## config.mk

```make
export PLATFORM = sky130hd
export DESIGN_NAME = wide_char_unsigned_number_parser
export DESIGN_NICKNAME = d
export VERILOG_FILES = /design/src/rtl/wcunp_pkg.sv /design/src/rtl/wide_char_unsigned_number_parser.sv
export SDC_FILE = /design/constraint.sdc
export NUM_CORES = 1
export LEC_CHECK = 0
export BUFFER_PORTS_ARGS = -buffer_cell sky130_fd_sc_hd__buf_2
export CAP_MARGIN = 25
export CELL_PAD_IN_SITES_DETAIL_PLACEMENT = 1
export CELL_PAD_IN_SITES_GLOBAL_PLACEMENT = 2
export CORE_MARGIN = 5
export CORE_UTILIZATION = 35
export DETAILED_ROUTE_END_ITERATION = 6
export HOLD_SLACK_MARGIN = 0.03
export PLACE_DENSITY_LB_ADDON = 0.12
export SLEW_MARGIN = 20
export SYNTH_ARGS = -nofsm -noshare
export SYNTH_HDL_FRONTEND = slang
export SYNTH_SLANG_ARGS = --single-unit
```

## constraint.sdc

```tcl
create_clock -name clk -period 13.05 [get_ports clk]
set_clock_uncertainty 0.05 [all_clocks]
set_input_delay 3.915 -clock clk [delete_from_list [all_inputs] [get_ports clk]]
set_output_delay 3.915 -clock clk [all_outputs]
set_load 0.02 [all_outputs]
```

## src/rtl/wcunp_pkg.sv

```systemverilog
`timescale 1ns / 1ps
package wcunp_pkg;

  localparam int CHAR_W      = 21;
  localparam int S_TDATA_W   = 24;
  localparam int BASE_W      = 6;
  localparam int VALUE_OUT_W = 32;
  localparam int LEN_OUT_W   = 16;
  localparam int M_TDATA_W   = VALUE_OUT_W + LEN_OUT_W;
  localparam int PHASE_W     = 3;

  localparam logic [PHASE_W-1:0] PH_IDLE   = 3'd0;
  localparam logic [PHASE_W-1:0] PH_BLANK  = 3'd1;
  localparam logic [PHASE_W-1:0] PH_START  = 3'd2;
  localparam logic [PHASE_W-1:0] PH_ZERO   = 3'd3;
  localparam logic [PHASE_W-1:0] PH_DIGITS = 3'd4;

  localparam logic [CHAR_W-1:0] CH_TAB    = 21'h09;
  localparam logic [CHAR_W-1:0] CH_SPACE  = 21'h20;
  localparam logic [CHAR_W-1:0] CH_PLUS   = 21'h2B;
  localparam logic [CHAR_W-1:0] CH_MINUS  = 21'h2D;
  localparam logic [CHAR_W-1:0] CH_ZERO   = 21'h30;
  localparam logic [CHAR_W-1:0] CH_NINE   = 21'h39;
  localparam logic [CHAR_W-1:0] CH_A_UP   = 21'h41;
  localparam logic [CHAR_W-1:0] CH_X_UP   = 21'h58;
  localparam logic [CHAR_W-1:0] CH_Z_UP   = 21'h5A;
  localparam logic [CHAR_W-1:0] CH_A_LO   = 21'h61;
  localparam logic [CHAR_W-1:0] CH_X_LO   = 21'h78;
  localparam logic [CHAR_W-1:0] CH_Z_LO   = 21'h7A;

  localparam logic [BASE_W-1:0] BASE_AUTO   = 6'd0;
  localparam logic [BASE_W-1:0] BASE_OCT    = 6'd8;
  localparam logic [BASE_W-1:0] BASE_DEC    = 6'd10;
  localparam logic [BASE_W-1:0] BASE_HEX    = 6'd16;
  localparam logic [BASE_W-1:0] ALPHA_DIGIT = 6'd10;

endpackage

```

## src/rtl/wide_char_unsigned_number_parser.sv

```systemverilog
`timescale 1ns / 1ps
// A result is registered into the output register on the transfer of the character that ends
// the number, or into the skid register while an earlier result waits.
// Throughput: one character per cycle while s_axis_tready is high; the multiply-add by the base is combinational.
// Two result registers (output plus skid); s_axis_tready drops only while both are full.
// Reset (rst, synchronous): parser idle, number_base = 0, result registers empty.
module wide_char_unsigned_number_parser
  import wcunp_pkg::*;
#(
  parameter int VALUE_BITS = 32,
  parameter int COUNT_BITS = 16
) (
  input  logic                 clk,
  input  logic                 rst,
  input  logic                 s_axis_tvalid,
  output logic                 s_axis_tready,
  input  logic [S_TDATA_W-1:0] s_axis_tdata,   // [20:0] char_code, [23:21] zero
  input  logic                 s_axis_tuser,   // [0] first_char
  output logic                 m_axis_tvalid,
  input  logic                 m_axis_tready,
  output logic [M_TDATA_W-1:0] m_axis_tdata,   // [31:0] parsed_value, [47:32] consumed_length
  output logic                 m_axis_tuser,   // [0] digits_found
  input  logic                 cfg_valid,
  output logic                 cfg_ready,
  input  logic [BASE_W-1:0]    cfg_data
);

  function automatic logic [COUNT_BITS-1:0] sat_inc(input logic [COUNT_BITS-1:0] v);
    sat_inc = (&v) ? v : v + COUNT_BITS'(1);
  endfunction

  logic [BASE_W-1:0]     number_base;
  logic [PHASE_W-1:0]    phase, phase_next;
  logic [VALUE_BITS-1:0] acc, acc_next;
  logic [BASE_W-1:0]     base, base_next;
  logic                  minus, minus_next;
  logic [COUNT_BITS-1:0] cnt, cnt_next;
  logic                  digit_seen, digit_seen_next;

  logic                  out_valid, skid_valid;
  logic [M_TDATA_W-1:0]  out_data, skid_data;
  logic                  out_flag, skid_flag;

  logic [CHAR_W-1:0]     c;
  logic                  first;
  logic                  accept, emit;
  logic [BASE_W-1:0]     dval;
  logic                  dval_ok;

  logic [PHASE_W-1:0]    ph_e;
  logic [VALUE_BITS-1:0] acc_e;
  logic [BASE_W-1:0]     base_e;
  logic                  minus_e;
  logic [COUNT_BITS-1:0] cnt_e;
  logic                  ds_e;

  logic                  run_start, run_digit;
  logic [VALUE_BITS-1:0] dig_acc, mac, res_value;
  logic [BASE_W-1:0]     dig_base;
  logic [COUNT_BITS-1:0] dig_cnt;
  logic                  dig_ds;
  logic [M_TDATA_W-1:0]  res_data;

  assign c      = s_axis_tdata[CHAR_W-1:0];
  assign first  = s_axis_tuser;
  assign accept = s_axis_tvalid && s_axis_tready;

  assign s_axis_tready = !skid_valid;
  assign cfg_ready     = 1'b1;

  always_comb begin
    dval    = '0;
    dval_ok = 1'b0;
    if (c >= CH_ZERO && c <= CH_NINE) begin
      dval    = BASE_W'(c - CH_ZERO);
      dval_ok = 1'b1;
    end else if (c >= CH_A_LO && c <= CH_Z_LO) begin
      dval    = BASE_W'(c - CH_A_LO) + ALPHA_DIGIT;
      dval_ok = 1'b1;
    end else if (c >= CH_A_UP && c <= CH_Z_UP) begin
      dval    = BASE_W'(c - CH_A_UP) + ALPHA_DIGIT;
      dval_ok = 1'b1;
    end
  end

  always_comb begin
    ph_e    = first ? PH_BLANK : phase;
    acc_e   = first ? '0 : acc;
    base_e  = first ? '0 : base;
    minus_e = first ? 1'b0 : minus;
    cnt_e   = first ? '0 : cnt;
    ds_e    = first ? 1'b0 : digit_seen;

    phase_next      = ph_e;
    acc_next        = acc_e;
    base_next       = base_e;
    minus_next      = minus_e;
    cnt_next        = cnt_e;
    digit_seen_next = ds_e;

    run_start = 1'b0;
    run_digit = 1'b0;
    dig_acc   = acc_e;
    dig_base  = base_e;
    dig_cnt   = cnt_e;
    dig_ds    = ds_e;
    emit      = 1'b0;

    unique case (ph_e)
      PH_BLANK: begin
        if (c == CH_SPACE || c == CH_TAB) begin
          cnt_next = sat_inc(cnt_e);
        end else if (c == CH_PLUS || c == CH_MINUS) begin
          minus_next = (c == CH_MINUS);
          cnt_next   = sat_inc(cnt_e);
          phase_next = PH_START;
        end else begin
          run_start = 1'b1;
        end
      end
      PH_START: run_start = 1'b1;
      PH_ZERO: begin
        if (c == CH_X_LO || c == CH_X_UP) begin
          cnt_next   = sat_inc(sat_inc(cnt_e));
          base_next  = BASE_HEX;
          phase_next = PH_DIGITS;
        end else begin
          run_digit = 1'b1;
          dig_base  = (base_e == BASE_AUTO) ? BASE_OCT : base_e;
          dig_acc   = '0;
          dig_ds    = 1'b1;
          dig_cnt   = sat_inc(cnt_e);
        end
      end
      PH_DIGITS: run_digit = 1'b1;
      default: ;
    endcase

    if (run_start) begin
      if ((number_base == BASE_AUTO || number_base == BASE_HEX) && c == CH_ZERO) begin
        phase_next = PH_ZERO;
        base_next  = number_base;
      end else begin
        run_digit = 1'b1;
        dig_base  = (number_base == BASE_AUTO) ? BASE_DEC : number_base;
      end
    end

    mac = VALUE_BITS'(dig_acc * VALUE_BITS'(dig_base)) + VALUE_BITS'(dval);

    if (run_digit) begin
      base_next = dig_base;
      if (dval_ok && dval < dig_base) begin
        acc_next        = mac;
        digit_seen_next = 1'b1;
        cnt_next        = sat_inc(dig_cnt);
        phase_next      = PH_DIGITS;
      end else begin
        acc_next        = dig_acc;
        digit_seen_next = dig_ds;
        cnt_next        = dig_cnt;
        phase_next      = PH_IDLE;
        emit            = 1'b1;
      end
    end

    res_value = minus_e ? (VALUE_BITS'(0) - dig_acc) : dig_acc;
    res_data  = {(dig_ds ? LEN_OUT_W'(dig_cnt) : LEN_OUT_W'(0)), VALUE_OUT_W'(res_value)};
  end

  always_ff @(posedge clk) begin
    if (rst) begin
      number_base <= BASE_AUTO;
    end else if (cfg_valid && cfg_ready) begin
      number_base <= cfg_data;
    end
  end

  always_ff @(posedge clk) begin
    if (rst) begin
      phase <= PH_IDLE;
    end else if (accept) begin
      phase <= phase_next;
    end
  end

  always_ff @(posedge clk) begin
    if (rst) begin
      acc        <= '0;
      base       <= '0;
      minus      <= 1'b0;
      cnt        <= '0;
      digit_seen <= 1'b0;
    end else if (accept) begin
      acc        <= acc_next;
      base       <= base_next;
      minus      <= minus_next;
      cnt        <= cnt_next;
      digit_seen <= digit_seen_next;
    end
  end

  // output register plus one skid entry; order is kept
  always_ff @(posedge clk) begin
    if (rst) begin
      out_valid  <= 1'b0;
      skid_valid <= 1'b0;
    end else if (out_valid && m_axis_tready) begin
      if (skid_valid) begin
        out_data   <= skid_data;
        out_flag   <= skid_flag;
        skid_valid <= 1'b0;
      end else if (accept && emit) begin
        out_data <= res_data;
        out_flag <= dig_ds;
      end else begin
        out_valid <= 1'b0;
      end
    end else if (!out_valid) begin
      if (accept && emit) begin
        out_data  <= res_data;
        out_flag  <= dig_ds;
        out_valid <= 1'b1;
      end
    end else if (accept && emit) begin
      skid_data  <= res_data;
      skid_flag  <= dig_ds;
      skid_valid <= 1'b1;
    end
  end

  assign m_axis_tvalid = out_valid;
  assign m_axis_tdata  = out_data;
  assign m_axis_tuser  = out_flag;

endmodule

```

==> results by group <==
Outcome
  – Status: finished, final reports clean

Place
  – Final GP Congestion: 0.859
  – Pre-CTS setup slack: 1.43 ns
  – Final HPWL DP: 42300 um
  – Inst Count DP: 2499
  – IO buf count: 83

Timing
  – Setup TNS: 0 ns
  – Peak Freq: 90.0 MHz
  – Final WS setup: 1.93 ns
  – Number of max-slew violations in the final report: 0
  – Hold Worst Slack: 0.447 ns
  – Rel. slew slack: 0.263
  – Period utilization: 0.852
  – Unrepaired setup endpoints after global routing: false
  – Actual slew at the worst max-slew pin: 1.10 ns
  – Minimum clock period: 11.12 ns
  – Final setup vio count: 0
  – Final Hold Fails: 0

Floorplan
  – Std cell rows: 78
  – Placeable Area: 45300 um^2
  – Die height: 224 um
  – Die Area: 50100 um^2
  – Initial core utilization: 0.353
  – Die W: 224 um
  – Num ports: 88

Pwr
  – Internal: 888 uW
  – Part of the power in combinational logic: 0.137
  – Switching power total: 425 uW
  – Power share of the sequential group: 0.449
  – Peak VDD IR: 0.0799 mV
  – Leak: 7.26 nW
  – Clock group share of total power: 0.413
  – Power per cell area: 74.2 nW/um^2
  – Sw Share: 0.324

Worst setup path
  – CP required: 13.39 ns
  – CP bufs+invs: 5
  – Largest delay share family, worst path: adder cells
  – Crit end category: flip-flop
  – CP max FO: 9
  – WP depth: 26
  – CP max-delay cell: or4bb_1
  – Crit path kind: primary input to flip-flop
  – WP data arrival: 11.46 ns
  – Crit start category: primary input
  – Worst Reg2Reg Path Length in Cells: 24
  – Crit path largest cell delay: 0.58 ns

Clock tree
  – CTS HTree Levels: 4
  – Sink Count: 165
  – Post-CTS Setup Bufs: 0
  – Root buffer selected by CTS: clkbuf_16
  – CTS Buf Count: 17
  – Clk Latency, worst-skew pair: 0.47 ns
  – CTS tree: done
  – CTS resizes: 0
  – Post-CTS Hold Buffers: 0
  – Clk buf depth: 2
  – Clock transition at the registers of the reported paths: 0.08 ns

Synthesis
  – Top cells by area, synth: edfxtp_1, fa_1, dfxtp_1
  – Post-synth top flop: edfxtp_1
  – Synth unique cells: 100
  – Synthesized instance count: 1887
  – Post-Syn Area: 16000 um^2
  – Synth top area share: 0.184
  – Number of synthesized flops with an enable pin: 98
  – Synth warn: 0
  – Avg Inst Size Synth: 8.48 um^2
  – Post-synthesis sequential area ratio: 0.268
  – Net Count, Synth: 2115
  – Post-synthesis cell type with the largest combined area: edfxtp_1
  – Ys async rst share: 0
  – Flip-flop and latch count after synthesis: 165

Layout
  – Multi-input logic area: 11100 um^2
  – Fin cells: 2532
  – Share of cells above drive strength 1: 0.110
  – Register area: 4280 um^2
  – Area Growth Syn to Fin: 10.5%
  – ANT cells: 0
  – # nets final: 2147
  – FILL cells: 5388

Worst hold path
  – Tightest Hold Check Type: flip-flop to flip-flop
  – Hold Path Depth: 2

Run
  – Max-cap viol count: 0

Drt
  – DRC: 0
  – DRT antenna net count: 0
  – Vias per inst: 5.71
  – WL final: 56800 um
  – Vias: 14.5k
  – Drt wl/cell: 22.4 um
  – Starting DRT DRC Count: 885
  – Drt pass-1 iters: 4

Global routing
  – Number of global-route vias before repair: 15.0k
  – Initial antenna violation count: 1
  – Pin count of the biggest net entering global routing: 99
  – GRT Resource Usage Total: 0.225
  – Global-route wire length before repair: 88700 um
  – Aggregate global routing overflow: 0
## power by group through the flow
stage | sequential, mW | clock (mW) | combinational, mW
final | 0.590 | 0.542 | 0.180
after global routing | 0.592 | 0.571 | 0.194
after CTS | 0.590 | 0.553 | 0.180
after detailed placement | 0.602 | 0 | 0.180
after global placement | 0.601 | 0 | 0.177
after floorplan | 0.611 | 0 | 0.0968
## cell type report
type,count,share of cell area
clock buffers,17,0.0241
clock inverters,15,0.0106
inverters,57,0.0121
multi-input cells,1562,0.631
flip-flops and latches,165,0.242
well taps,600,0.0425
repair buffers,116,0.0379
## routing by layer
layer | up-vias | GRT usage | wire length (um)
li1 | 6751 | - | -
met1 | 7377 | 0.316 | 27000
met2 | 274 | 0.378 | 26900
met3 | 52 | 0.0195 | 1800
met4 | 0 | 0.0534 | 991
met5 | - | 0 | 0
## worst paths after layout
path                   startpoint    endpoint  slack [ns]
setup / recovery  s_axis_tdata[0]     acc[31]        1.93
hold / removal         digit_seen  digit_seen        0.45
setup reg to reg         phase[0]     acc[31]        5.50
hold reg to reg        digit_seen  digit_seen        0.45
## cells in the final DEF, fill, tap and decap left out, types with 12 or more instances in the layout
cell       instances
nand2b_1          15
a21o_1            18
o21ai_0          145
ha_1              80
and3_1            12
a211oi_1          12
edfxtp_1          98
or4_1             12
or3_1             15
fa_1             112
xnor2_1           58
a21oi_1          112
mux2i_1           45
clkbuf_16         17
inv_1             56
a31oi_1           16
nor2_1           336
nor3_1            55
dfxtp_1           67
a22oi_1           32
nor2b_1           21
buf_4             32
nand2_1          181
or2_2             18
xor2_1            32
buf_2             83
nand3_1           40
## stage by stage
step / power, mW / instance area [um^2] / utilization
floorplan: 0.708 / 16000 / -
global placement: 0.778 / 17000 / 0.376
detailed placement: 0.782 / 17000 / 0.376
CTS: 1.32 / 17700 / 0.390
global route: 1.36 / 17700 / 0.390
finish: 1.31 / 17700 / 0.390
## registers in the layout, summed over array words and instances (netlist names)
name,flops
digit_seen,1
m_axis_tvalid,1
skid_flag,1
minus,1
number_base,6
phase,3
m_axis_tuser,1
cnt,16
acc,32
base,6
m_axis_tdata,48
skid_data,48
skid_valid,1
## worst reg2reg max path, cell delays in order, from the launching register on
cell,delay (ns)
dfxtp_1,0.46
nor3b_1,0.41
nor2_1,0.21
a21o_1,0.25
a211oi_1,0.45
nor2_2,0.25
or2_2,0.37
fa_1,0.49
fa_1,0.54
inv_1,0.05
fa_1,0.54
inv_1,0.06
fa_1,0.53
inv_1,0.04
ha_1,0.33
o21ai_0,0.14
o21ai_0,0.37
a32oi_1,0.29
o2111ai_1,0.31
a21oi_1,0.16
o21ai_0,0.36
a21oi_1,0.15
a21oi_1,0.15
xnor3_1,0.40
o21ai_0,0.14
## synth_stat cells, drive strengths merged, types with 25 or more instances
cell type / number
a21oi: 115
a22oi: 32
buf: 25
clkbuf: 78
dfxtp: 67
edfxtp: 98
fa: 112
ha: 80
inv: 56
mux2i: 47
nand2: 182
nand3: 40
nor2: 341
nor3: 58
o21ai: 149
xnor2: 58
xor2: 32
## kinds of logic (layout without fill, tap and decap cells)
kind of cell               after synthesis  after routing  synth area share
buffers and inverters                  160            205            0.0415
muxes                                   49             49            0.0308
DFF                                    165            165             0.268
other                                    1              1          0.000234
AOI/OAI and AO/OA                      439            439             0.172
and+or+nand+nor                        789            789             0.233
xor gates and xnor gates                92             92            0.0521
adders and majority gates              192            192             0.203
Note: power is estimated with default switching activity, not from simulation.
